## config.mk

```make
export PLATFORM = sky130hd
export DESIGN_NAME = pmconv_mac
export DESIGN_NICKNAME = d
export VERILOG_FILES = /design/src/pmconv_pkg.sv /design/src/pmconv_mac.sv
export SDC_FILE = /design/constraint.sdc
export NUM_CORES = 1
export LEC_CHECK = 0
export ABC_AREA = 1
export BUFFER_PORTS_ARGS = -buffer_cell sky130_fd_sc_hd__clkbuf_2
export CAP_MARGIN = 10
export CORE_ASPECT_RATIO = 0.8
export CORE_MARGIN = 2
export CORE_UTILIZATION = 30
export DETAILED_ROUTE_END_ITERATION = 6
export SYNTH_ARGS = -nofsm -noshare
export SYNTH_HDL_FRONTEND = slang
export SYNTH_SLANG_ARGS = --single-unit
```

## constraint.sdc

```tcl
create_clock -name i_clk -period 8.2 [get_ports i_clk]
set_clock_uncertainty 0.2 [all_clocks]
set_input_delay 2.46 -clock i_clk [delete_from_list [all_inputs] [get_ports i_clk]]
set_output_delay 2.46 -clock i_clk [all_outputs]
set_load 0.02 [all_outputs]
```

## src/pmconv_pkg.sv

```systemverilog
// shared types, codes and defaults for the padded multichannel conv2d unit
package pmconv_pkg;

    // default sizes for the top level parameters
    localparam int MAX_IN_CHANNELS_DEF  = 4;
    localparam int MAX_OUT_CHANNELS_DEF = 4;
    localparam int MAX_IMAGE_HEIGHT_DEF = 32;
    localparam int MAX_IMAGE_WIDTH_DEF  = 32;
    localparam int MAX_KERNEL_SIZE_DEF  = 5;
    localparam int VALUE_BITS_DEF       = 16;

    // fixed field widths of the word ports
    localparam int KIND_W     = 2;
    localparam int CHAN_W     = 2;
    localparam int IDX_W      = 6;
    localparam int DATA_W     = 16;
    localparam int SUM_W      = 40;
    localparam int STATUS_W   = 2;
    localparam int CFG_IDX_W  = 3;
    localparam int CFG_DATA_W = 6;
    localparam int PAD_W      = 3;

    // largest zero border in use
    localparam int PAD_LIMIT = 4;

    // register reset values
    localparam logic [2:0] PAD_RESET     = 3'd2;
    localparam logic [5:0] IMG_H_RESET   = 6'd7;
    localparam logic [5:0] IMG_W_RESET   = 6'd7;
    localparam logic [2:0] IN_CH_RESET   = 3'd2;
    localparam logic [2:0] OUT_CH_RESET  = 3'd1;
    localparam logic [2:0] K_ROWS_RESET  = 3'd3;
    localparam logic [2:0] K_COLS_RESET  = 3'd3;

    // register indexes
    localparam logic [CFG_IDX_W-1:0] CFG_PAD    = 3'd0;
    localparam logic [CFG_IDX_W-1:0] CFG_IMG_H  = 3'd1;
    localparam logic [CFG_IDX_W-1:0] CFG_IMG_W  = 3'd2;
    localparam logic [CFG_IDX_W-1:0] CFG_IN_CH  = 3'd3;
    localparam logic [CFG_IDX_W-1:0] CFG_OUT_CH = 3'd4;
    localparam logic [CFG_IDX_W-1:0] CFG_K_ROWS = 3'd5;
    localparam logic [CFG_IDX_W-1:0] CFG_K_COLS = 3'd6;

    // item kinds
    localparam logic [KIND_W-1:0] KIND_PIXEL  = 2'd0;
    localparam logic [KIND_W-1:0] KIND_WEIGHT = 2'd1;
    localparam logic [KIND_W-1:0] KIND_OUTPUT = 2'd2;

    // result status codes
    localparam logic [STATUS_W-1:0] STATUS_WRITE_OK  = 2'd0;
    localparam logic [STATUS_W-1:0] STATUS_SUM_OK    = 2'd1;
    localparam logic [STATUS_W-1:0] STATUS_RANGE_ERR = 2'd2;

    // sequencer states
    typedef enum logic [3:0] {
        ST_IDLE  = 4'b0001,
        ST_RUN   = 4'b0010,
        ST_DRAIN = 4'b0100,
        ST_DONE  = 4'b1000
    } t_state;

    // per-tap control that travels with the memory read data
    typedef struct packed {
        logic active;
        logic tap_en;
        logic first;
        logic last;
    } t_tap_ctl;

    // index width for a count of n entries
    function automatic int idx_bits(input int n);
        return (n > 1) ? $clog2(n) : 1;
    endfunction

endpackage

```

## src/pmconv_mac.sv

```systemverilog
// multiply and accumulate stage behind the image and weight memories
module pmconv_mac #(
    parameter int VALUE_BITS = pmconv_pkg::VALUE_BITS_DEF
) (
    input  logic                                   i_clk,
    input  logic                                   i_rst_n,
    input  logic signed [VALUE_BITS-1:0]           i_img_q,
    input  logic signed [VALUE_BITS-1:0]           i_wgt_q,
    input  pmconv_pkg::t_tap_ctl                   i_tap_ctl,
    output logic signed [pmconv_pkg::SUM_W-1:0]    o_acc,
    output logic                                   o_acc_done
);

    localparam int PW = 2 * VALUE_BITS;
    localparam int XW = PW + pmconv_pkg::SUM_W;

    pmconv_pkg::t_tap_ctl r_ctl;
    logic signed [PW-1:0] r_prod;
    logic signed [pmconv_pkg::SUM_W-1:0] r_acc;
    logic r_done;

    logic signed [XW-1:0] w_prod_ext;
    logic signed [pmconv_pkg::SUM_W-1:0] w_add;
    logic signed [pmconv_pkg::SUM_W-1:0] n_acc;

    // product wraps into the accumulator width
    assign w_prod_ext = XW'(r_prod);
    assign w_add = r_ctl.tap_en ? w_prod_ext[pmconv_pkg::SUM_W-1:0] : '0;

    // first tap restarts the sum
    always_comb begin
        n_acc = r_acc;
        if (r_ctl.active) begin
            n_acc = r_ctl.first ? w_add : (r_acc + w_add);
        end
    end

    // control pipeline
    always_ff @(posedge i_clk) begin
        if (!i_rst_n) begin
            r_ctl  <= '0;
            r_done <= 1'b0;
        end else begin
            r_ctl  <= i_tap_ctl;
            r_done <= r_ctl.active && r_ctl.last;
        end
    end

    // product and accumulator
    always_ff @(posedge i_clk) begin
        r_prod <= i_img_q * i_wgt_q;
        r_acc  <= n_acc;
    end

    assign o_acc      = r_acc;
    assign o_acc_done = r_done;

endmodule

```

* Yosys cells after proc, flatten, opt, wreduce, memory -nomap -nowiden
Cells that the tools add are included.
Storage, ports and cells: bits of input ports 38, logic and storage cells 12, flip-flop bits (word level) 77, output and inout bits 41
Cells by class: multiplexer cells 2, $add $sub $neg 1, $mul 1, reduce and logical (&&, ||, !) cells 1
Operators by type and width (number):
- $mux 40 | 2
- $add 40x40->40 | 1
- $mul 16x16->32 | 1
- $logic_and 1x1->1 | 1

* Logic depth before layout (Yosys ltp)
Gate-level depths: netlist of the first run.
depth after elaboration 3, mapped depth 25, gate-level depth less buffers 23

* Least setup slack after synthesis of the first run
OpenSTA, ideal clock, no wires.
path kind input to register, start point input i_wgt_q[5], end point register r_prod[31], path buffers 2, arrival 7530 ps, setup time 112 ps, stages 21, data required time 7888 ps, path slack 358 ps, cells stage by stage clkbuf_1 -> clkbuf_1 -> nand2_1 -> fa_1 -> inv_1 -> fa_1 -> inv_1 -> fa_1 -> fa_1 -> fa_1 -> fa_1 -> inv_1 -> ha_1 -> nand2_1 -> nor3_1 -> nand2_1 -> or2_1 -> nand3_1 -> inv_1 -> nand2_1 -> nand2_1
Between the ends: cells in the longest elaborated chain, start to end 1
Ends and longest elaborated chain:
- start: declaration | line pmconv_mac.sv:8 | input logic signed [VALUE_BITS-1:0] i_wgt_q,
- $mul 16x16->32 | line pmconv_mac.sv:51 | r_prod <= i_img_q * i_wgt_q;
- end signal: assignment | line pmconv_mac.sv:51
- end: declaration | line pmconv_mac.sv:18 | logic signed [PW-1:0] r_prod;
Every way passes these cells. A chain may end at the register's enable or synchronous reset.

* Worst setup path in the final report of the first run
start point input i_wgt_q[4], end point register r_prod[25]
Same word-level chain as after synthesis.

==> impl_results.md, run 1 <==
* WHS Path Cells at 1
* Vias at 13590
* Hold/Removal Path Class: flop to flop
* Post-Syn Instances at 2270
* Initial antenna violation count at 0
* Slew Viols, Final at 0
* Synthesized cell area at 16300 µm²
* CTS H-tree lvls at 3
* Vias in the first global route at 13775
* CP bufs+invs at 7
* Global-route wire length before repair at 73.1 mm
* Die width at 265 µm
* Top_reg_cell synth: edfxtp_1
* Worst path cell trace: clkbuf_2 -> nand2_1 -> fa_1 -> inv_1 -> fa_1 -> buf_12 -> fa_1 -> fa_1 -> fa_1 -> inv_1 -> fa_1 -> inv_1 -> ha_1 -> buf_4 -> nand2_1 -> nor2_1 -> inv_1 -> nor3_1 -> o21ai_1 -> nand3_1 -> xor2_1
* Kind of critical path: primary input to flop
* Inst Count DP at 3020
* Critical Path End Type: flop
* Die height at 213 µm
* Worst r2r src: r_ctl[2]$_SDFF_PN0_
* Final Setup Violations at 0
* Via density at 4.48
* Total Neg Setup Slack at 0 ns
* Least-Margin Pin Slew at 1.15 ns
* First-iteration detailed-routing DRC count at 1089
* Slew HR at 23.4%
* Starting Density at 30.4%
* Clk sink count at 77
* RR Endpoint: o_acc[24]$_DFFE_PP_
* Min-Delay Endpoint: o_acc_done$_SDFF_PN0_
* P&R area growth vs syn at 10.0%
* Largest fanout on the critical path at 16
* Clock buffer depth at 2
* Distinct cells, synth at 43
* Mapped Nets at 2692
* TritonCTS buffer count at 9
* Post-DP HPWL at 38.0 mm
* Drt wl/cell at 14.3 µm
* CTS tree: built
* Synthesized flop and latch total at 77
* Average size of a mapped cell at 7.20 µm²
* Hold_buf cts at 0
* Worst-Skew Late Latency at 0.37 ns
* YS warnings at 0
* R2R cell count at 18
* Synth async-reset ratio at 0%
* Largest stage delay on the critical path at 0.57 ns
* CP Data Arrival Time at 7.95 ns
* # DRC at 0
* Max-cap violations at 0
* Sequential share of the synthesized area at 11.9%
* Final ANT Viol Nets at 0
* # IOs at 79
* Row cnt at 76
* TritonRoute pass-1 iters at 6
* GR Util All Layers at 16.4%
* Fin. Hold Viols at 0
* Share of layout cells above drive strength 1 at 7.97%
* CP Data Required Time at 8.29 ns
* EDFF count, synth at 40
* Startpoint types: primary input
* Final hold slack at 0.254 ns
* R2R Setup Slk at 4.88 ns
* Clock transition at path regs at 0.06 ns
* Critical path's slowest cell: fa_1
* Final Cycle Share at 95.8%
* Finished Layout Cells at 3036
* RePlAce Congestion at 0.929
* Synth top area cells: fa_1, nand2_1, inv_1
* RSZ-0062 raised after global routing: no
* Largest net degree at the start of global routing at 42
* Core area at 53800 µm²
* Dominant cell type by area after synthesis: fa_1
* Hold path startpoint: r_ctl[0]$_SDFF_PN0_
* Most frequent CP cell: fa_1
* Clk root buf: clkbuf_16
* Grt ovf at 0
* Nets at 2751
* Critical path's top delay family: adder cells
* Buffers added on ports at 78
* Total wire length at 43.5 mm
* Final min period at 7.86 ns
* Die area at 56400 µm²
* Top-area cell type share of the netlist area at 32.2%
* Number of antenna diodes at 0
* Fmax at 127 MHz
* Outcome: completed
-- kinds of logic after synthesis --
family,Yosys count,share of synthesized area [%]
flip-flops,77,11.9
adder cells (fa/ha/maj),384,41.5
buffers and inverters,681,15.7
XOR/XNOR,44,2.36
AND/OR/NAND/NOR,946,23.9
AO/OA/AOI/OAI,138,4.69
-- worst max path at each step --
stage	slack, ns	endpoint	start	depth (start not counted)
global route	0.04	r_prod[25]$_DFF_P_	i_wgt_q[4]	21
global placement	0.03	r_prod[22]$_DFF_P_	i_img_q[15]	20
floorplan	0.36	r_prod[31]$_DFF_P_	i_wgt_q[5]	21
CTS	0.38	r_prod[25]$_DFF_P_	i_img_q[15]	21
finish	0.34	r_prod[25]$_DFF_P_	i_wgt_q[4]	21
detailed placement	0.03	r_prod[25]$_DFF_P_	i_wgt_q[4]	21
-- through the flow --
step                instance area [µm²]  utilization, %  worst slack [ns]
global placement                  17700            32.8            0.0257
floorplan                         16300               -             0.358
finish                            18000            33.4             0.342
global route                      18000            33.4            0.0405
CTS                               18000            33.4             0.383
detailed placement                17700            32.8            0.0312
-- placed cells by master, fill, tap and decap left out, drive strengths merged --
master,count
a31oi,2
nor3,18
a21o,5
or2,8
xnor2,24
fa,263
nand3b,9
a21oi,67
nand3,84
o22ai,1
o31ai,1
xor2,20
nand2b,1
clkinv,3
and3,1
clkbuf,88
inv,613
nor2,113
nand2,694
buf,40
nand4,17
edfxtp,40
ha,121
a21boi,2
o21ai,50
bufinv,1
o211ai,2
nor4,1
dfxtp,37
o21bai,8
-- registers in the layout, summed over array words and instances, names as in the netlist --
register and count:
o_acc 40, r_prod 32, r_ctl 4, o_acc_done 1
-- worst register-to-register path: cells and delay by family, from the launching register on --
kind	cells	cell delay, ns
flops	1	0.31
simple gates	12	1.28
buf+inv	4	0.62
fa+ha+maj	2	0.66
-- Yosys cell counts, drive strengths merged (24+ instances only) --
cell / n
a21oi: 67
clkbuf: 66
dfxtp: 37
edfxtp: 40
fa: 263
ha: 121
inv: 609
nand2: 694
nand3: 84
nor2: 113
o21ai: 50
xnor2: 24
-- routing by layer --
metal | global-route usage, % | wire (µm) | vias to the layer above
met3 | 3.18 | 2800 | 27
met4 | 2.36 | 484 | 0
met5 | 0 | 0 | -
met2 | 25.9 | 18900 | 345
li1 | - | - | 6759
met1 | 23.8 | 21400 | 6459
-- what timing repair did --
item                       CTS  global route
gates resized for setup      0             1
setup endpoints to repair    0             1
buffers inserted             0             0
hold endpoints to repair     0             0
-- area by class of cell --
type,count,area (µm²)
Fill cell,5814,35800
Multi-Input combinational cell,1512,11800
Sequential cell,77,1940
Tap cell,702,878
Clock buffer,10,250
Clock inverter,6,72.6
Inverter,611,2290
Timing Repair Buffer,118,703
Power of run 1 is left out: the tool's default activity adds up to more than one toggle a clock period on the data nets, which glitch-free logic cannot reach.
==> run 2, diff against run 1 <==
--- a/config.mk
+++ b/config.mk
@@ -8,7 +8,7 @@
 export ABC_AREA = 1
 export BUFFER_PORTS_ARGS = -buffer_cell sky130_fd_sc_hd__clkbuf_2
 export CAP_MARGIN = 10
-export CORE_ASPECT_RATIO = 0.8
+export CORE_ASPECT_RATIO = 1.75
 export CORE_MARGIN = 2
 export CORE_UTILIZATION = 30
 export DETAILED_ROUTE_END_ITERATION = 6
==> impl_results.md, run 2 (same netlist as run 1, synthesis figures left out) <==
* GR Util All Layers at 17.7% (was 16.4%)
* Clock transition at path regs at 0.07 ns (was 0.06 ns)
* # fillers at 5961 (was 5814)
* Finished Layout Cells at 3030 (was 3036)
* Starting Density at 30.3% (was 30.4%)
* Die height at 313 µm (was 213 µm)
* Total wire length at 48.3 mm (was 43.5 mm)
* DR top layer: met4 (unchanged)
* CTS tree: built (unchanged)
* Number of antenna diodes at 0 (unchanged)
* Fmax at 129 MHz (was 127 MHz)
* CP bufs+invs at 6 (was 7)
* TritonCTS buffer count at 9 (unchanged)
* Drt wl/cell at 16.0 µm (was 14.3 µm)
* Stages on worst setup path at 20 (was 21)
* First-iteration detailed-routing DRC count at 644 (was 1089)
* Post-DP HPWL at 42.1 mm (was 38.0 mm)
* Setup Fix Bufs, Post-CTS at 0 (unchanged)
* Outcome: completed (unchanged)
* Die width at 180 µm (was 265 µm)
* CP Data Arrival Time at 7.84 ns (was 7.95 ns)
* Slew Viols, Final at 0 (unchanged)
* Row cnt at 113 (was 76)
* Share of layout cells above drive strength 1 at 8.16% (was 7.97%)
* Max reg flops at 40 (unchanged)
* Clock buffer depth at 2 (unchanged)
* Final Cycle Share at 94.6% (was 95.8%)
* Largest net degree at the start of global routing at 42 (unchanged)
* Most frequent cells in the layout: nand2_1, inv_1, fa_1 (unchanged)
* Worst-Skew Late Latency at 0.37 ns (about the same)
* Max-cap violations at 0 (unchanged)
* Final ANT Viol Nets at 0 (unchanged)
* Fin. Hold Viols at 0 (unchanged)
* Startpoint types: primary input (unchanged)
* R2R cell count at 18 (unchanged)
* RSZ-0062 raised after global routing: no (unchanged)
* Most common cell after layout, fill and taps aside: nand2_1 (unchanged)
* Kind of critical path: primary input to flop (unchanged)
* Largest stage delay on the critical path at 0.60 ns (was 0.57 ns)
* Utilization after layout at 33.3% (was 33.4%)
* CP Data Required Time at 8.28 ns (was 8.29 ns)
* Clk sink count at 77 (unchanged)
* Global-route wire length before repair at 77.7 mm (was 73.1 mm)
* Total length of routed met2 wires at 27.3 mm (was 18.9 mm)
* Hold_buf cts at 0 (unchanged)
* # IOs at 79 (unchanged)
* TritonRoute pass-1 iters at 6 (unchanged)
* Initial antenna violation count at 0 (unchanged)
* Die area at 56400 µm² (about the same)
* Buffers added on ports at 78 (unchanged)
* Critical path's top delay family: adder cells (unchanged)
* Grt ovf at 0 (unchanged)
* CTS H-tree lvls at 3 (unchanged)
* Post-cts sizing count at 0 (unchanged)
* Vias in the first global route at 14922 (was 13775)
* Vias at 13820 (was 13590)
* Core area at 54000 µm² (was 53800 µm²)
* Final min period at 7.76 ns (was 7.86 ns)
* Least-Margin Pin Slew at 1.15 ns (about the same)
* # DRC at 0 (unchanged)
* Via density at 4.56 (was 4.48)
* Clk root buf: clkbuf_16 (unchanged)
* WHS Path Cells at 1 (unchanged)
* Critical path's slowest cell: fa_1 (unchanged)
* Inst Count DP at 3014 (was 3020)
* P&R area growth vs syn at 10.0% (about the same)
* Met3 routed WL at 1.17 mm (was 2.80 mm)
* Most frequent CP cell: fa_1 (unchanged)
* Hold/Removal Path Class: flop to flop (unchanged)
* Final Setup Violations at 0 (unchanged)
* Final hold slack at 0.255 ns (was 0.254 ns)
* Slew HR at 23.2% (was 23.4%)
* RePlAce Congestion at 0.959 (was 0.929)
* Wl on met1 at 17.1 mm (was 21.4 mm)
* Largest fanout on the critical path at 7 (was 16)
* Nets at 2757 (was 2751)
* Worst path cell trace: clkbuf_2 -> nand2_1 -> inv_1 -> fa_1 -> buf_4 -> fa_1 -> fa_1 -> fa_1 -> fa_1 -> inv_1 -> fa_1 -> inv_1 -> ha_1 -> nand2_1 -> nor2_1 -> inv_1 -> nor2_1 -> nand4_1 -> nand3_1 -> xor2_1 (was clkbuf_2 -> nand2_1 -> fa_1 -> inv_1 -> fa_1 -> buf_12 -> fa_1 -> fa_1 -> fa_1 -> inv_1 -> fa_1 -> inv_1 -> ha_1 -> buf_4 -> nand2_1 -> nor2_1 -> inv_1 -> nor3_1 -> o21ai_1 -> nand3_1 -> xor2_1)
* Critical Path End Type: flop (unchanged)
[run 2: per-stage QoR]
step	instance area [µm²]	setup TNS (ns)	setup WS, ns
after floorplan	16300	0	0.358
after global placement	17700	-0.0167	-0.0167
after detailed placement	17700	0	0.0586
after CTS	18000	0	0.423
after global routing	18000	0	0.169
final	18000	0	0.440
[run 2: final timing paths]
check,start,end,slack (ns)
hold / removal,r_ctl[0]$_SDFF_PN0_,o_acc_done$_SDFF_PN0_,0.25
setup / recovery,i_img_q[15],r_prod[22]$_DFF_P_,0.44
hold reg to reg,r_ctl[0]$_SDFF_PN0_,o_acc_done$_SDFF_PN0_,0.25
setup reg to reg,r_ctl[2]$_SDFF_PN0_,o_acc[30]$_DFFE_PP_,4.81
[run 2: cell type report]
type	instances	area [µm²]	share of cell area, %
Multi-Input combinational cell	1512	11800	65.8
Inverter	611	2290	12.8
Sequential cell	77	1940	10.8
Tap cell	690	863	4.80
Timing Repair Buffer	124	736	4.09
Clock buffer	9	225	1.25
Clock inverter	7	83.8	0.466
[run 2: routing by layer]
metal	vias up	track usage, %
met5	-	0
met4	0	9.31
met3	116	1.43
met2	297	36.2
met1	6645	17.1
li1	6762	-
Power of run 2 is left out for the same reason.
==> run 3, diff against run 2 <==
--- a/config.mk
+++ b/config.mk
@@ -6,7 +6,7 @@
 export NUM_CORES = 1
 export LEC_CHECK = 0
 export ABC_AREA = 1
-export BUFFER_PORTS_ARGS = -buffer_cell sky130_fd_sc_hd__clkbuf_2
+export BUFFER_PORTS_ARGS = -buffer_cell sky130_fd_sc_hd__buf_4
 export CAP_MARGIN = 10
 export CORE_ASPECT_RATIO = 1.75
 export CORE_MARGIN = 2
==> impl_results.md, run 3 (same netlist as run 1, synthesis figures left out) <==
* Final Cycle Share at 95.4% (was 94.6%)
* CTS H-tree lvls at 3 (unchanged)
* Kind of critical path: primary input to flop (unchanged)
* Met2 Use GR at 35.4% (was 36.2%)
* CTS tree: built (unchanged)
* Final min period at 7.83 ns (was 7.76 ns)
* # IOs at 79 (unchanged)
* Startpoint types: primary input (unchanged)
* Total wire length at 48.2 mm (was 48.3 mm)
* Vias in the first global route at 15065 (was 14922)
* Most frequent cells in the layout: nand2_1, inv_1, fa_1 (unchanged)
* Clk root buf: clkbuf_16 (unchanged)
* Core area at 54000 µm² (unchanged)
* Largest fanout on the critical path at 16 (was 7)
* CP Data Required Time at 8.27 ns (was 8.28 ns)
* Fin. Hold Viols at 0 (unchanged)
* Initial antenna violation count at 0 (unchanged)
* CP Data Arrival Time at 7.90 ns (was 7.84 ns)
* Least-Margin Pin Slew at 0.685 ns (was 1.15 ns)
* Fmax at 128 MHz (was 129 MHz)
* TritonCTS buffer count at 9 (unchanged)
* Vias at 13554 (was 13820)
* Clock buffer depth at 2 (unchanged)
* Hold_buf cts at 0 (unchanged)
* Gr busiest metal: met2 (unchanged)
* Final ANT Viol Nets at 0 (unchanged)
* Max reg flops at 40 (unchanged)
* Die height at 313 µm (unchanged)
* Most common cell after layout, fill and taps aside: nand2_1 (unchanged)
* Number of antenna diodes at 0 (unchanged)
* Largest net degree at the start of global routing at 41 (was 42)
* # fillers at 5903 (was 5961)
* Total Neg Setup Slack at 0 ns (unchanged)
* Slew Viols, Final at 0 (unchanged)
* Clk sink count at 77 (unchanged)
* Row cnt at 113 (unchanged)
* P&R area growth vs syn at 9.53% (was 10.0%)
* RePlAce Congestion at 0.971 (was 0.959)
* Buffers added on ports at 78 (unchanged)
* Post-DP HPWL at 41.4 mm (was 42.1 mm)
* Grt ovf at 0 (unchanged)
* Die width at 180 µm (unchanged)
* Final Setup Violations at 0 (unchanged)
* Global-route wire length before repair at 78.6 mm (was 77.7 mm)
* Drt wl/cell at 16.1 µm (was 16.0 µm)
* Global Route met3 Usage at 1.39% (was 1.43%)
* Slew HR at 54.3% (was 23.2%)
* Critical Path End Type: flop (unchanged)
* RSZ-0062 raised after global routing: no (unchanged)
* TritonRoute pass-1 iters at 5 (was 6)
* Share of layout cells above drive strength 1 at 6.77% (was 8.16%)
* Via density at 4.53 (was 4.56)
* Setup Fix Bufs, Post-CTS at 0 (unchanged)
* Hold/Removal Path Class: flop to flop (unchanged)
* Outcome: completed (unchanged)
* Nets at 2722 (was 2757)
* Starting Density at 30.3% (unchanged)
* Worst-Skew Late Latency at 0.38 ns (was 0.37 ns)
* Post-cts sizing count at 0 (unchanged)
* GR Util All Layers at 17.8% (was 17.7%)
* First-iteration detailed-routing DRC count at 559 (was 644)
* Max-cap violations at 0 (unchanged)
* # DRC at 0 (unchanged)
* GR Layer Usage met1 at 17.9% (was 17.1%)
* Clock transition at path regs at 0.07 ns (about the same)
* Die area at 56400 µm² (unchanged)
## run 3: cell count changes in the layout (fill, tap and decap cells not counted)
| cell | delta |
|---|---|
| clkbuf_2 | -78 |
| buf_4 | +43 |
| inv_12 | -1 |
| inv_4 | +1 |
## run 3: final timing paths
| path | from | endpoint | slack (ns) | cells after the start |
|---|---|---|---|---|
| max reg2reg | r_ctl[2]$_SDFF_PN0_ | o_acc[30]$_DFFE_PP_ | 4.82 | 18 |
| max | i_img_q[15] | r_prod[23]$_DFF_P_ | 0.37 | 20 |
| min reg2reg | r_ctl[0]$_SDFF_PN0_ | o_acc_done$_SDFF_PN0_ | 0.25 | 1 |
| min | r_ctl[0]$_SDFF_PN0_ | o_acc_done$_SDFF_PN0_ | 0.25 | 1 |
## run 3: per-stage QoR
| step | setup slack [ns] | hold slack, ns | util (%) | cells | area (µm²) |
|---|---|---|---|---|---|
| finish | 0.374 | 0.254 | 33.2 | 2995 | 17900 |
| CTS | 0.403 | 0.256 | 33.2 | 2995 | 17900 |
| detailed placement | 0.0179 | 0.238 | 32.6 | 2979 | 17600 |
| global route | 0.120 | 0.285 | 33.2 | 2995 | 17900 |
| floorplan | 0.358 | 0.229 | - | 2270 | 16300 |
| global placement | 0.0420 | 0.231 | 32.6 | 2979 | 17600 |
## run 3: area by class of cell
class,instances,area (µm²),area share [%]
Inverter,611,2290,12.8
Clock inverter,7,73.8,0.412
Sequential cell,77,1940,10.9
Clock buffer,9,225,1.26
Tap cell,690,863,4.82
Timing Repair Buffer,89,668,3.73
Multi-Input combinational cell,1512,11800,66.1
## run 3: worst max-delay path, stage by stage
cell	delay, ns
buf_4	0.18
nand2_1	0.12
inv_1	0.09
fa_1	0.80
fa_1	0.46
buf_4	0.18
fa_1	0.47
fa_1	0.50
fa_1	0.49
inv_1	0.05
fa_1	0.47
inv_1	0.04
ha_1	0.35
nand2_1	0.12
nor2_1	0.16
inv_1	0.13
nor2_1	0.23
nand4_1	0.20
nand3_1	0.17
xor2_1	0.23
## run 3: per-layer routing
layer | wire length [µm] | share of wire (%)
met1 | 17400 | 36
met2 | 26900 | 56
met3 | 1310 | 2.7
met4 | 2650 | 5.5
met5 | 0 | 0
Power of run 3 is left out for the same reason.
