## src/pmconv_pkg.sv

```systemverilog
// shared types, codes and defaults for the padded multichannel conv2d unit
package pmconv_pkg;

    // default sizes for the top level parameters
    localparam int MAX_IN_CHANNELS_DEF  = 4;
    localparam int MAX_OUT_CHANNELS_DEF = 4;
    localparam int MAX_IMAGE_HEIGHT_DEF = 32;
    localparam int MAX_IMAGE_WIDTH_DEF  = 32;
    localparam int MAX_KERNEL_SIZE_DEF  = 5;
    localparam int VALUE_BITS_DEF       = 16;

    // fixed field widths of the word ports
    localparam int KIND_W     = 2;
    localparam int CHAN_W     = 2;
    localparam int IDX_W      = 6;
    localparam int DATA_W     = 16;
    localparam int SUM_W      = 40;
    localparam int STATUS_W   = 2;
    localparam int CFG_IDX_W  = 3;
    localparam int CFG_DATA_W = 6;
    localparam int PAD_W      = 3;

    // largest zero border in use
    localparam int PAD_LIMIT = 4;

    // register reset values
    localparam logic [2:0] PAD_RESET     = 3'd2;
    localparam logic [5:0] IMG_H_RESET   = 6'd7;
    localparam logic [5:0] IMG_W_RESET   = 6'd7;
    localparam logic [2:0] IN_CH_RESET   = 3'd2;
    localparam logic [2:0] OUT_CH_RESET  = 3'd1;
    localparam logic [2:0] K_ROWS_RESET  = 3'd3;
    localparam logic [2:0] K_COLS_RESET  = 3'd3;

    // register indexes
    localparam logic [CFG_IDX_W-1:0] CFG_PAD    = 3'd0;
    localparam logic [CFG_IDX_W-1:0] CFG_IMG_H  = 3'd1;
    localparam logic [CFG_IDX_W-1:0] CFG_IMG_W  = 3'd2;
    localparam logic [CFG_IDX_W-1:0] CFG_IN_CH  = 3'd3;
    localparam logic [CFG_IDX_W-1:0] CFG_OUT_CH = 3'd4;
    localparam logic [CFG_IDX_W-1:0] CFG_K_ROWS = 3'd5;
    localparam logic [CFG_IDX_W-1:0] CFG_K_COLS = 3'd6;

    // item kinds
    localparam logic [KIND_W-1:0] KIND_PIXEL  = 2'd0;
    localparam logic [KIND_W-1:0] KIND_WEIGHT = 2'd1;
    localparam logic [KIND_W-1:0] KIND_OUTPUT = 2'd2;

    // result status codes
    localparam logic [STATUS_W-1:0] STATUS_WRITE_OK  = 2'd0;
    localparam logic [STATUS_W-1:0] STATUS_SUM_OK    = 2'd1;
    localparam logic [STATUS_W-1:0] STATUS_RANGE_ERR = 2'd2;

    // sequencer states
    typedef enum logic [3:0] {
        ST_IDLE  = 4'b0001,
        ST_RUN   = 4'b0010,
        ST_DRAIN = 4'b0100,
        ST_DONE  = 4'b1000
    } t_state;

    // per-tap control that travels with the memory read data
    typedef struct packed {
        logic active;
        logic tap_en;
        logic first;
        logic last;
    } t_tap_ctl;

    // index width for a count of n entries
    function automatic int idx_bits(input int n);
        return (n > 1) ? $clog2(n) : 1;
    endfunction

endpackage

```

## src/pmconv_seq.sv

```systemverilog
// item decode, memory writes and tap sequencer for output requests
module pmconv_seq #(
    parameter int MAX_IN_CHANNELS  = pmconv_pkg::MAX_IN_CHANNELS_DEF,
    parameter int MAX_OUT_CHANNELS = pmconv_pkg::MAX_OUT_CHANNELS_DEF,
    parameter int MAX_IMAGE_HEIGHT = pmconv_pkg::MAX_IMAGE_HEIGHT_DEF,
    parameter int MAX_IMAGE_WIDTH  = pmconv_pkg::MAX_IMAGE_WIDTH_DEF,
    parameter int MAX_KERNEL_SIZE  = pmconv_pkg::MAX_KERNEL_SIZE_DEF,
    parameter int VALUE_BITS       = pmconv_pkg::VALUE_BITS_DEF,
    localparam int HW     = $clog2(MAX_IMAGE_HEIGHT + 1),
    localparam int WW     = $clog2(MAX_IMAGE_WIDTH + 1),
    localparam int CIW    = $clog2(MAX_IN_CHANNELS + 1),
    localparam int COW    = $clog2(MAX_OUT_CHANNELS + 1),
    localparam int KSW    = $clog2(MAX_KERNEL_SIZE + 1),
    localparam int IMG_AW = pmconv_pkg::idx_bits(MAX_IN_CHANNELS * MAX_IMAGE_HEIGHT
                                                  * MAX_IMAGE_WIDTH),
    localparam int WGT_AW = pmconv_pkg::idx_bits(MAX_OUT_CHANNELS * MAX_IN_CHANNELS
                                                  * MAX_KERNEL_SIZE * MAX_KERNEL_SIZE)
) (
    input  logic                                  i_clk,
    input  logic                                  i_rst_n,
    // input word
    input  logic                                  i_in_valid,
    output logic                                  o_in_stall,
    input  logic [pmconv_pkg::KIND_W-1:0]         i_kind,
    input  logic [pmconv_pkg::CHAN_W-1:0]         i_out_chan,
    input  logic [pmconv_pkg::CHAN_W-1:0]         i_in_chan,
    input  logic [pmconv_pkg::IDX_W-1:0]          i_row_index,
    input  logic [pmconv_pkg::IDX_W-1:0]          i_col_index,
    input  logic signed [pmconv_pkg::DATA_W-1:0]  i_data_value,
    // sizes in use
    input  logic [pmconv_pkg::PAD_W-1:0]          i_pad,
    input  logic [HW-1:0]                         i_img_h,
    input  logic [WW-1:0]                         i_img_w,
    input  logic [CIW-1:0]                        i_in_ch,
    input  logic [COW-1:0]                        i_out_ch,
    input  logic [KSW-1:0]                        i_k_rows,
    input  logic [KSW-1:0]                        i_k_cols,
    // result handoff
    input  logic                                  i_acc_done,
    input  logic                                  i_res_free,
    output logic                                  o_res_load,
    output logic [pmconv_pkg::STATUS_W-1:0]       o_res_status,
    // memory ports
    output logic                                  o_img_we,
    output logic [IMG_AW-1:0]                     o_img_waddr,
    output logic [IMG_AW-1:0]                     o_img_raddr,
    output logic                                  o_wgt_we,
    output logic [WGT_AW-1:0]                     o_wgt_waddr,
    output logic [WGT_AW-1:0]                     o_wgt_raddr,
    output logic [VALUE_BITS-1:0]                 o_wr_data,
    output pmconv_pkg::t_tap_ctl                  o_tap_ctl
);

    localparam int CIDX_W = pmconv_pkg::idx_bits(MAX_IN_CHANNELS);
    localparam int KIDX_W = pmconv_pkg::idx_bits(MAX_KERNEL_SIZE);
    localparam int RCW = ((pmconv_pkg::IDX_W > HW) ? pmconv_pkg::IDX_W : HW) + 3;
    localparam int CCW = ((pmconv_pkg::IDX_W > WW) ? pmconv_pkg::IDX_W : WW) + 3;
    localparam int IMG_PLANE = MAX_IMAGE_HEIGHT * MAX_IMAGE_WIDTH;

    pmconv_pkg::t_state r_state, n_state;
    logic [pmconv_pkg::STATUS_W-1:0] r_status, n_status;
    logic [pmconv_pkg::CHAN_W-1:0]   r_oc, n_oc;
    logic [pmconv_pkg::IDX_W-1:0]    r_row, n_row;
    logic [pmconv_pkg::IDX_W-1:0]    r_col, n_col;
    logic [CIDX_W-1:0]               r_c, n_c;
    logic [KIDX_W-1:0]               r_a, n_a;
    logic [KIDX_W-1:0]               r_b, n_b;
    pmconv_pkg::t_tap_ctl            r_tap_ctl, n_tap_ctl;

    logic w_accept;
    logic w_pix_ok, w_wgt_ok, w_out_ok;
    logic signed [RCW-1:0] w_oh;
    logic signed [CCW-1:0] w_ow;
    logic signed [RCW-1:0] w_ir;
    logic signed [CCW-1:0] w_icol;
    logic w_tap_en, w_first;
    logic w_last_b, w_last_a, w_last_c;
    logic [VALUE_BITS+pmconv_pkg::DATA_W-1:0] w_data_zx;

    assign w_accept   = i_in_valid && (r_state == pmconv_pkg::ST_IDLE);
    assign o_in_stall = (r_state != pmconv_pkg::ST_IDLE);

    // range checks of the incoming word
    assign w_pix_ok = (CIW'(i_in_chan) < i_in_ch)
                   && (int'(i_row_index) < int'(i_img_h))
                   && (int'(i_col_index) < int'(i_img_w));
    assign w_wgt_ok = (int'(i_out_chan) < int'(i_out_ch))
                   && (int'(i_in_chan) < int'(i_in_ch))
                   && (int'(i_row_index) < int'(i_k_rows))
                   && (int'(i_col_index) < int'(i_k_cols));
    assign w_oh = $signed(RCW'(i_img_h)) + $signed(RCW'({i_pad, 1'b0}))
                - $signed(RCW'(i_k_rows)) + $signed(RCW'(1));
    assign w_ow = $signed(CCW'(i_img_w)) + $signed(CCW'({i_pad, 1'b0}))
                - $signed(CCW'(i_k_cols)) + $signed(CCW'(1));
    assign w_out_ok = (int'(i_out_chan) < int'(i_out_ch))
                   && ($signed(RCW'(i_row_index)) < w_oh)
                   && ($signed(CCW'(i_col_index)) < w_ow);

    // write side of both memories
    assign w_data_zx   = {{VALUE_BITS{1'b0}}, i_data_value};
    assign o_wr_data   = w_data_zx[VALUE_BITS-1:0];
    assign o_img_we    = w_accept && (i_kind == pmconv_pkg::KIND_PIXEL) && w_pix_ok;
    assign o_wgt_we    = w_accept && (i_kind == pmconv_pkg::KIND_WEIGHT) && w_wgt_ok;
    assign o_img_waddr = IMG_AW'(int'(i_in_chan) * IMG_PLANE
                                 + int'(i_row_index) * MAX_IMAGE_WIDTH
                                 + int'(i_col_index));
    assign o_wgt_waddr = WGT_AW'(((int'(i_out_chan) * MAX_IN_CHANNELS + int'(i_in_chan))
                                  * MAX_KERNEL_SIZE + int'(i_row_index))
                                 * MAX_KERNEL_SIZE + int'(i_col_index));

    // current tap position in the padded image
    assign w_ir   = $signed(RCW'(r_row)) + $signed(RCW'(r_a)) - $signed(RCW'(i_pad));
    assign w_icol = $signed(CCW'(r_col)) + $signed(CCW'(r_b)) - $signed(CCW'(i_pad));
    assign w_tap_en = (w_ir >= 0) && (w_ir < $signed(RCW'(i_img_h)))
                   && (w_icol >= 0) && (w_icol < $signed(CCW'(i_img_w)));

    // read side of both memories
    assign o_img_raddr = IMG_AW'(int'(r_c) * IMG_PLANE + int'(w_ir) * MAX_IMAGE_WIDTH
                                 + int'(w_icol));
    assign o_wgt_raddr = WGT_AW'(((int'(r_oc) * MAX_IN_CHANNELS + int'(r_c))
                                  * MAX_KERNEL_SIZE + int'(r_a))
                                 * MAX_KERNEL_SIZE + int'(r_b));

    // tap loop limits
    assign w_last_b = ((KSW'(r_b) + KSW'(1)) == i_k_cols);
    assign w_last_a = ((KSW'(r_a) + KSW'(1)) == i_k_rows);
    assign w_last_c = ((CIW'(r_c) + CIW'(1)) == i_in_ch);
    assign w_first  = (r_c == '0) && (r_a == '0) && (r_b == '0);

    // next state
    always_comb begin
        n_state   = r_state;
        n_status  = r_status;
        n_oc      = r_oc;
        n_row     = r_row;
        n_col     = r_col;
        n_c       = r_c;
        n_a       = r_a;
        n_b       = r_b;
        n_tap_ctl = '0;
        unique case (r_state)
            pmconv_pkg::ST_IDLE: begin
                if (w_accept) begin
                    n_state  = pmconv_pkg::ST_DONE;
                    n_status = pmconv_pkg::STATUS_RANGE_ERR;
                    n_oc     = i_out_chan;
                    n_row    = i_row_index;
                    n_col    = i_col_index;
                    n_c      = '0;
                    n_a      = '0;
                    n_b      = '0;
                    unique case (i_kind)
                        pmconv_pkg::KIND_PIXEL: begin
                            if (w_pix_ok) begin
                                n_status = pmconv_pkg::STATUS_WRITE_OK;
                            end
                        end
                        pmconv_pkg::KIND_WEIGHT: begin
                            if (w_wgt_ok) begin
                                n_status = pmconv_pkg::STATUS_WRITE_OK;
                            end
                        end
                        pmconv_pkg::KIND_OUTPUT: begin
                            if (w_out_ok) begin
                                n_status = pmconv_pkg::STATUS_SUM_OK;
                                n_state  = pmconv_pkg::ST_RUN;
                            end
                        end
                        default: begin
                            n_status = pmconv_pkg::STATUS_RANGE_ERR;
                        end
                    endcase
                end
            end
            pmconv_pkg::ST_RUN: begin
                n_tap_ctl.active = 1'b1;
                n_tap_ctl.tap_en = w_tap_en;
                n_tap_ctl.first  = w_first;
                n_tap_ctl.last   = w_last_b && w_last_a && w_last_c;
                if (!w_last_b) begin
                    n_b = r_b + KIDX_W'(1);
                end else begin
                    n_b = '0;
                    if (!w_last_a) begin
                        n_a = r_a + KIDX_W'(1);
                    end else begin
                        n_a = '0;
                        if (!w_last_c) begin
                            n_c = r_c + CIDX_W'(1);
                        end else begin
                            n_c     = '0;
                            n_state = pmconv_pkg::ST_DRAIN;
                        end
                    end
                end
            end
            pmconv_pkg::ST_DRAIN: begin
                if (i_acc_done) begin
                    n_state = pmconv_pkg::ST_DONE;
                end
            end
            pmconv_pkg::ST_DONE: begin
                if (i_res_free) begin
                    n_state = pmconv_pkg::ST_IDLE;
                end
            end
            default: begin
                n_state = pmconv_pkg::ST_IDLE;
            end
        endcase
    end

    // control registers
    always_ff @(posedge i_clk) begin
        if (!i_rst_n) begin
            r_state   <= pmconv_pkg::ST_IDLE;
            r_tap_ctl <= '0;
            r_c       <= '0;
            r_a       <= '0;
            r_b       <= '0;
        end else begin
            r_state   <= n_state;
            r_tap_ctl <= n_tap_ctl;
            r_c       <= n_c;
            r_a       <= n_a;
            r_b       <= n_b;
        end
    end

    // request payload
    always_ff @(posedge i_clk) begin
        r_status <= n_status;
        r_oc     <= n_oc;
        r_row    <= n_row;
        r_col    <= n_col;
    end

    assign o_res_load   = (r_state == pmconv_pkg::ST_DONE) && i_res_free;
    assign o_res_status = r_status;
    assign o_tap_ctl    = r_tap_ctl;

endmodule

```

## config.mk

```make
export PLATFORM = sky130hd
export DESIGN_NAME = pmconv_seq
export DESIGN_NICKNAME = d
export VERILOG_FILES = /design/src/pmconv_pkg.sv /design/src/pmconv_seq.sv
export SDC_FILE = /design/constraint.sdc
export NUM_CORES = 1
export LEC_CHECK = 0
export CAP_MARGIN = 10
export CORE_MARGIN = 1
export CORE_UTILIZATION = 67
export CTS_CLUSTER_DIAMETER = 30
export CTS_CLUSTER_SIZE = 20
export DETAILED_ROUTE_END_ITERATION = 6
export DONT_BUFFER_PORTS = 1
export GPL_TIMING_DRIVEN = 0
export PLACE_DENSITY = 0.83
export SLEW_MARGIN = 20
export SYNTH_ARGS = -nofsm -noshare
export SYNTH_HDL_FRONTEND = slang
export SYNTH_SLANG_ARGS = --single-unit
```

## constraint.sdc

```tcl
create_clock -name i_clk -period 4.5 [get_ports i_clk]
set_input_delay 0.225 -clock i_clk [delete_from_list [all_inputs] [get_ports i_clk]]
set_output_delay 0.225 -clock i_clk [all_outputs]
set_load 0.02 [all_outputs]
```

== Yosys cells after proc, flatten, opt, wreduce, memory -nomap -nowiden ==
Cells that the tools add are included.

* Input bits: 66
* Output and inout bits: 68
* Word-level logic and storage cells: 125
* Bits in registers: 32

* Multiply operators: 4
* Equality and inequality tests: 16
* Add/subtract/negate cells: 24
* Reduce and logical (&&, ||, !) cells: 31
* Magnitude comparators: 13
* Mux-type cells: 25

{| class="wikitable"
|+ Operator list
! operator !! number
|-
| two-way mux 4 bit || 9
|-
| subtractor 7 x 3 -> 8 bit || 4
|-
| logical AND 1 bit || 20
|-
| adder 8 x 2 -> 9 bit (second input constant) || 2
|-
| < comparator 7 x 9 -> 1 bit || 2
|-
| multiplier 9 x 3 -> 9 bit (second input constant) || 2
|-
| greater-or-equal comparator 8 x 1 -> 1 bit (second input constant) || 2
|-
| < comparator 8 x 7 -> 1 bit || 2
|-
| multiplier 5 x 3 -> 8 bit (second input constant) || 2
|-
| one-hot mux 4 bit (4 select lines) || 1
|-
| adder 6 x 3 -> 7 bit || 2
|-
| adder 6 x 4 -> 7 bit || 2
|-
| two-way mux 2 bit || 7
|-
| adder 12 x 11 -> 12 bit || 1
|-
| adder 12 bit || 1
|-
| adder 12 x 6 -> 12 bit || 1
|-
| adder 12 x 8 -> 12 bit || 1
|-
| < comparator 6 x 3 -> 1 bit || 2
|-
| < comparator 6 bit || 2
|-
| two-way mux 3 bit || 4
|-
| != test 2 bit (second input constant) || 6
|-
| one-hot mux 3 bit (2 select lines) || 2
|-
| adder 4 x 2 -> 5 bit || 2
|-
| adder 8 x 3 -> 9 bit || 1
|-
| other kinds (24) || 33
|}

== Longest topological paths before layout ==
Gate-level depths: netlist of the first run.

* Word-level depth: 10
* Depth in mapped cells: 19
* Mapped depth without buffers: 19

== Worst setup path before layout of the first run ==
No wires, ideal clock.

* Path type: register to output
* From: register r_b[1]
* To: output port o_img_raddr[11]
* Cell stages (with the launch flop): 20
* Data arrival time: 4.017 ns
* Data required time: 4.275 ns
* Path buffers: 0
* Path slack: 0.258 ns
* Path through: dfxtp_1 > inv_1 > fa_1 > inv_1 > ha_1 > a21o_1 > a21oi_1 > o21bai_1 > a21oi_1 > o21ai_0 > inv_1 > ha_1 > ha_1 > a21o_1 > a21oi_1 > o21bai_1 > a21oi_1 > xnor2_1 > xnor2_1 > xnor2_1

* Word-level cells in the longest chain between the ends: 3

{| class="wikitable"
|+ RTL lines
! element !! line !! RTL
|-
| start, declared || pmconv_seq.sv:67 || <nowiki>logic [KIDX_W-1:0] r_b, n_b;</nowiki>
|-
| start signal, assigned || pmconv_seq.sv:226 || <nowiki>r_b <= n_b;</nowiki>
|-
| adder 6 x 3 -> 7 bit || pmconv_seq.sv:113 || <nowiki>assign w_icol = $signed(CCW'(r_col)) + $signed(CCW'(r_b)) - $signed(CCW'(i_pad));</nowiki>
|-
| subtractor 7 x 3 -> 8 bit || pmconv_seq.sv:113 ||
|-
| adder 12 x 8 -> 12 bit || pmconv_seq.sv:119 || <nowiki>+ int'(w_icol));</nowiki>
|-
| end, declared || pmconv_seq.sv:46 || <nowiki>output logic [IMG_AW-1:0] o_img_raddr,</nowiki>
|}

No other way between the ends.

== Final worst setup path of the first run ==
Ends and elaborated chain as after synthesis.

==> metrics.cfg, run 1 <==
[sta]
setup_violations = 0
slew_violations = 0
worstMarginPinSlew_ps = 1115
rsz0062_at_grt = yes
fin_crit_ps = 4418
tns_ps = 0
relSlewSlack_pct = 24.95
hold_violations = 0
skew_ps = 9.392
timing.final.crit_share_pct = 98.17
max_freq_mhz = 226.4

[critical_path]
endpoint = o_img_raddr[11]
path_depth = 19
crit_chain = inv_1 -> fa_1 -> inv_1 -> ha_1 -> a21o_1 -> a21oi_2 -> o21bai_1 -> a21oi_2 -> o21ai_4 -> inv_2 -> ha_1 -> ha_1 -> a21o_1 -> a21oi_2 -> o21bai_1 -> a21oi_2 -> xnor2_1 -> xnor2_1 -> xnor2_2
r2r-end = o_tap_ctl[2]
start_kind = flip-flop
cp_slowest_stage_delay_ps = 490
endpoint_kind = output port
path_buf_inv = 3
crit_fanout = 4
critPathArrivalTime_ps = 4190
critPathLaunch = r_b[1]
r2r_cells = 14
cp_slowest_cell = fa_1
critPathTopFamily = compound AO/OA/AOI/OAI gates
worstPathRequired_ps = 4280
criticalPathCategory = flip-flop to output port
cpMostUsedCell = a21oi_2
rrSetupSlack_ps = 1120
reg2reg_from = r_b[1]

[grt]
grt_pass1_vias = 4671
grt-ovfl-total = 0
grt_pass1_wl_um = 21460
antenna_found_initial = 0
grt_max_degree = 20
grt_use_total_pct = 30.68

[synth]
ys_types = 65
ys_ff_latch = 32
synthCells = 655
synth_area_per_cell_um2 = 9.072
synth_edf_count = 16
yosysSeqAreaShare_pct = 13.48
yosysWarnings = 0
async_flop_share_pct = 0
synth_ff_type = edfxtp_1
syn-num-nets = 896
synth_area_um2 = 5942

[clock_tree]
cts_buffers = 5
cts_tree = done
clockRootBuffer = clkbuf_8
hold_buffers = 0
htreeDepth = 2
clk_pin_slew_ps = 70
clock_latency_ps = 290
clockBufferDepth = 2
cts_sinks = 32

[power_and_ir_drop]
ir_worst_vdd_mv = 0.6585
p_total_mw = 2.265
power_per_cell_area_nw_per_um2 = 357.3
leakage_nw = 3.292

[floorplanning]
die_y_um = 96.18
die_w_um = 96.18
dieArea_um2 = 9250
ios = 134
core.rowCount = 33
core_um2 = 8382
start_util_pct = 70.89

[placement]
post-place-cells = 760
place_congestion = 0.9527
place_hpwl_um = 11680
portBuffers = 0

[cells_and_area]
fin_nets = 912
antennaDiodeCount = 0
area_delta_synth_final_pct = 6.696
final_cell_mix = ha_1 (149), inv_1 (111), xnor2_1 (38)
fillCellCount = 566
finalNonFillerCells = 777
mostFrequentLayoutCell = ha_1
drive_gt1_share_pct = 12.50

[detailed_routing]
ant_nets = 0
vias = 4776
route.detailed.drc = 0
wl_um = 14190
vias_per_cell = 6.147
drt_first_pass_iters = 5
routedWlPerCell_um = 18.26
drt_first_iter_violations = 176

[run]
max_cap_violations = 0

[hold_path]
hp-class = input pin to flip-flop
min_from = i_col_index[4]

[outcome]
status = complete, no violations

-- what timing repair did --
item	CTS	global route
buffers inserted	2	7
endpoints found under the setup margin	3	5
gates resized for setup	10	22
pin swaps	4	17
-- routing by layer --
metal / routed length (um) / GRT usage (%)
met3: 1043 / 5.766
met1: 5292 / 33.20
met4: 689 / 13.81
met2: 7163 / 57.33
met5: 0 / 0
-- report_power, final --
group | internal (mW) | switching, mW | leakage, nW
Sequential | 0.327 | 0.0133 | 0.284
Combinational | 0.664 | 1.04 | 2.96
Clock | 0.105 | 0.112 | 0.0453
Total | 1.10 | 1.17 | 3.29
-- cell type report --
type                            count  area, um^2  area share [%]
Inverter                          113       424.2           6.690
Sequential cell                    32       813.3           12.83
Timing Repair Buffer                9       67.56           1.066
Tap cell                          105       131.4           2.072
Clock buffer                        5       68.82           1.085
Multi-Input combinational cell    487        4656           73.44
Clock inverter                      3       13.76          0.2171
Buffer                             23       165.2           2.605
-- flip-flops by register name, indices dropped and copies added, names as in the netlist --
| signal | count |
|---|---|
| r_b | 3 |
| o_tap_ctl | 4 |
| r_a | 3 |
| r_oc | 2 |
| r_c | 2 |
| r_state | 4 |
| o_res_status | 2 |
| r_row | 6 |
| r_col | 6 |
-- worst min path at each step --
stage                     to  slack, ps  depth (start not counted)
global route        r_row[0]         20                          0
global placement     r_oc[1]        320                          0
finish              r_col[4]         30                          0
CTS                 r_col[5]         30                          0
detailed placement   r_oc[0]        320                          0
floorplan           r_col[0]        320                          0
-- cell families after synthesis --
family          count (synthesis)  share of synthesized area (%)
fa+ha+maj                     175                          39.76
buf+inv                       136                          9.918
compound gates                123                          15.08
simple gates                  118                          10.82
xor+xnor                       67                          10.23
flops                          32                          13.48
mux                             4                         0.7159
-- per-stage QoR --
stage               instance area, um^2  util (%)  hold WS (ps)  worst slack, ps
finish                             6340     75.64         25.63            82.35
global route                       6340     75.64         22.66           -134.4
CTS                                6213     74.13         26.65            2.261
detailed placement                 6073     72.46         324.1           -355.9
global placement                   6073     72.46         324.2           -229.1
floorplan                          5942         -         323.9            258.3
-- worst register-to-register path: stages, from the launching register on --
cell       delay (ps)
dfxtp_4           370
inv_1              70
fa_1              490
inv_1              60
ha_1              290
a21o_1            210
a21oi_2           160
o21bai_1          100
a21oi_2           210
buf_4             140
buf_4             110
xor2_2             90
ha_1              210
a2111oi_0         540
and4_1            280
-- synth_stat cells (5+ instances only) --
master    count  share of area [%]
a21oi_1      38                3.2
nand2_1      18                1.1
xor2_1       22                3.2
nor2_1       27                1.7
nor4_1        6               0.63
xnor2_1      43                6.3
nand3_1      11               0.93
o21bai_1     14                1.8
nand2b_1      9               0.95
ha_1        152                 32
a21o_1       18                2.3
o21a_1        5               0.63
fa_1         23                7.7
o21ai_0      17                1.4
inv_1       112                7.1
nor2b_1      14                1.5
edfxtp_1     16                8.1
nor3_1        8               0.67
buf_4        21                2.7
dfxtp_1      16                5.4
No activity file was read; power rests on OpenSTA's default activity.
==> inputs of run 2 (changes only) <==
--- a/config.mk
+++ b/config.mk
@@ -7,13 +7,13 @@
 export LEC_CHECK = 0
 export CAP_MARGIN = 10
 export CORE_MARGIN = 1
-export CORE_UTILIZATION = 67
+export CORE_UTILIZATION = 65
 export CTS_CLUSTER_DIAMETER = 30
 export CTS_CLUSTER_SIZE = 20
 export DETAILED_ROUTE_END_ITERATION = 6
 export DONT_BUFFER_PORTS = 1
 export GPL_TIMING_DRIVEN = 0
-export PLACE_DENSITY = 0.83
+export PLACE_DENSITY = 0.81
 export SLEW_MARGIN = 20
 export SYNTH_ARGS = -nofsm -noshare
 export SYNTH_HDL_FRONTEND = slang
==> run 2 against run 1 <==
Largest power group unchanged. Sequential power hardly changed. Clock power hardly changed. Worst hold slack worse by 6.7 ps. Power is 1.6% lower. Maximum frequency is 1.3% higher. Wire length is 6.6% lower. Via count is 3.2% lower. The run now ends with design-rule violations left. Critical path depth stayed put. Die area is 3.0% higher. Final area is 0.30% lower. Critical path type unchanged. Highest routed layer unchanged. Clock-buffer cell count stayed put.
==> metrics.cfg, run 2 (same netlist as run 1, synthesis figures left out) <==
[critical_path]
crit_fanout = 4
start_kind = flip-flop
cp_slowest_stage_delay_ps = 440
criticalPathCategory = flip-flop to output port
critPathArrivalTime_ps = 4140
cp_slowest_cell = fa_2
crit_chain = inv_1 -> ha_1 -> inv_1 -> ha_1 -> fa_2 -> a21oi_2 -> o21bai_1 -> a21oi_1 -> o21bai_1 -> xnor2_1 -> ha_2 -> ha_1 -> a21o_1 -> a21oi_2 -> o21bai_1 -> a21oi_2 -> xnor2_1 -> xnor2_1 -> xnor2_2
critPathTopFamily = adder cells
path_buf_inv = 2
endpoint_kind = output port
worstPathRequired_ps = 4280

[sta]
setup_violations = 0
tns_ps = 0
slew_violations = 0
rsz0062_at_grt = yes
relSlewSlack_pct = 32.59
worstMarginPinSlew_ps = 1002
max_freq_mhz = 229.3
timing.final.crit_share_pct = 96.90
hold_violations = 0
skew_ps = 9.918
fin_crit_ps = 4360

[grt]
grt_use_total_pct = 28.86
grt_pass1_vias = 4759
grt_max_degree = 20
grt_pass1_wl_um = 21850
grt-ovfl-total = 0
antenna_found_initial = 0

[detailed_routing]
routedWlPerCell_um = 17.03
ant_nets = 0
vias_per_cell = 5.943
wl_um = 13250
drt_first_pass_iters = 6
vias = 4624
drt_first_iter_violations = 188
route.detailed.drc = 14

[placement]
portBuffers = 0
place_hpwl_um = 11350
place_congestion = 0.8826
post-place-cells = 763

[floorplanning]
core.rowCount = 34
die_y_um = 97.61
dieArea_um2 = 9528
ios = 134
core_um2 = 8806
start_util_pct = 67.48
die_w_um = 97.61

[clock_tree]
clockBufferDepth = 2
cts_buffers = 5
clockRootBuffer = clkbuf_8
clk_pin_slew_ps = 70
clock_latency_ps = 300
htreeDepth = 2
hold_buffers = 0
cts_sinks = 32
cts_tree = done

[outcome]
violations = design-rule violations
status = finished with violations

[cells_and_area]
drive_gt1_share_pct = 11.64
fin_nets = 910
seq_area_um2 = 808.3
antennaDiodeCount = 0
finalNonFillerCells = 778
area_delta_synth_final_pct = 6.380
multiInputGateArea_um2 = 4653
final_cell_mix = ha_1 (147), inv_1 (111), xnor2_1 (41)
fillCellCount = 646
mostFrequentLayoutCell = ha_1
reg_top3 = r_col (6), r_row (6)

[power_and_ir_drop]
power_per_cell_area_nw_per_um2 = 352.6
ir_worst_vdd_mv = 0.6192
leakage_nw = 3.259

[run]
max_cap_violations = 0

[hold_path]
hp-class = input pin to flip-flop

==> run 2: changes by cell type in the layout (fill, tap and decap cells not counted), sizes merged <==
cell / change
buf: -2
==> run 2: worst reg2reg max path, cell delays in order, from the launching register on <==
cell	delay, ps
dfxtp_4	360
inv_1	60
ha_1	270
inv_1	40
ha_1	210
fa_2	440
a21oi_2	190
o21bai_1	130
buf_4	150
xor2_1	540
ha_1	350
nor2b_1	130
o21ai_0	200
and4_1	230
==> run 2: final timing paths <==
path / startpoint / cells past startpoint / slack (ps) / end
setup / recovery: r_b[0] / 19 / 140 / o_img_raddr[11]
hold / removal: i_col_index[4] / 0 / 20 / r_col[4]
setup reg to reg: r_b[0] / 13 / 1150 / o_tap_ctl[2]
hold reg to reg: r_a[2] / 2 / 530 / r_a[2]
==> run 2: metal layers <==
metal  track usage [%]  up-vias  routed length [um]
met5                 0        -                   0
met4             13.40        0                 610
met3             5.468       48                 805
met2             52.37      154                6562
met1             32.46     2165                5268
li1                  -     2257                   -
==> run 2: area by class of cell <==
| type | count | area share (%) |
|---|---|---|
| inverter | 113 | 6.710 |
| sequential | 32 | 12.79 |
| clock inverter | 3 | 0.2177 |
| tap | 108 | 2.138 |
| multi-input combinational | 487 | 73.61 |
| clock buffer | 5 | 1.089 |
| timing repair buffer | 7 | 0.8314 |
| buffer | 23 | 2.613 |
==> run 2: repair_timing <==
item                                    4_1_cts  5_1_grt
resized for setup                             8       17
cloned                                        0        0
pin swaps                                     2       16
buffers inserted                              1        6
endpoints found under the setup margin        1        3
==> run 2: per-stage QoR <==
step / hold slack (ps) / util [%] / instance area (um^2) / total power [mW] / setup WS, ps
2_1_floorplan: 323.9 / - / 5942 / 1.721 / 258.3
3_3_place_gp: 324.2 / 69.01 / 6077 / 1.886 / -197.1
3_5_place_dp: 324.3 / 69.01 / 6077 / 1.959 / -265.6
4_1_cts: 23.50 / 70.39 / 6198 / 2.195 / 3.701
5_1_grt: 15.64 / 71.78 / 6321 / 2.430 / -102.0
6_report: 18.90 / 71.78 / 6321 / 2.229 / 139.6
==> run 2: where the power goes <==
part / switching (mW) / leakage, nW / internal, mW
Sequential: 0.0127 / 0.283 / 0.328
Combinational: 1.02 / 2.93 / 0.653
Clock: 0.112 / 0.0453 / 0.105
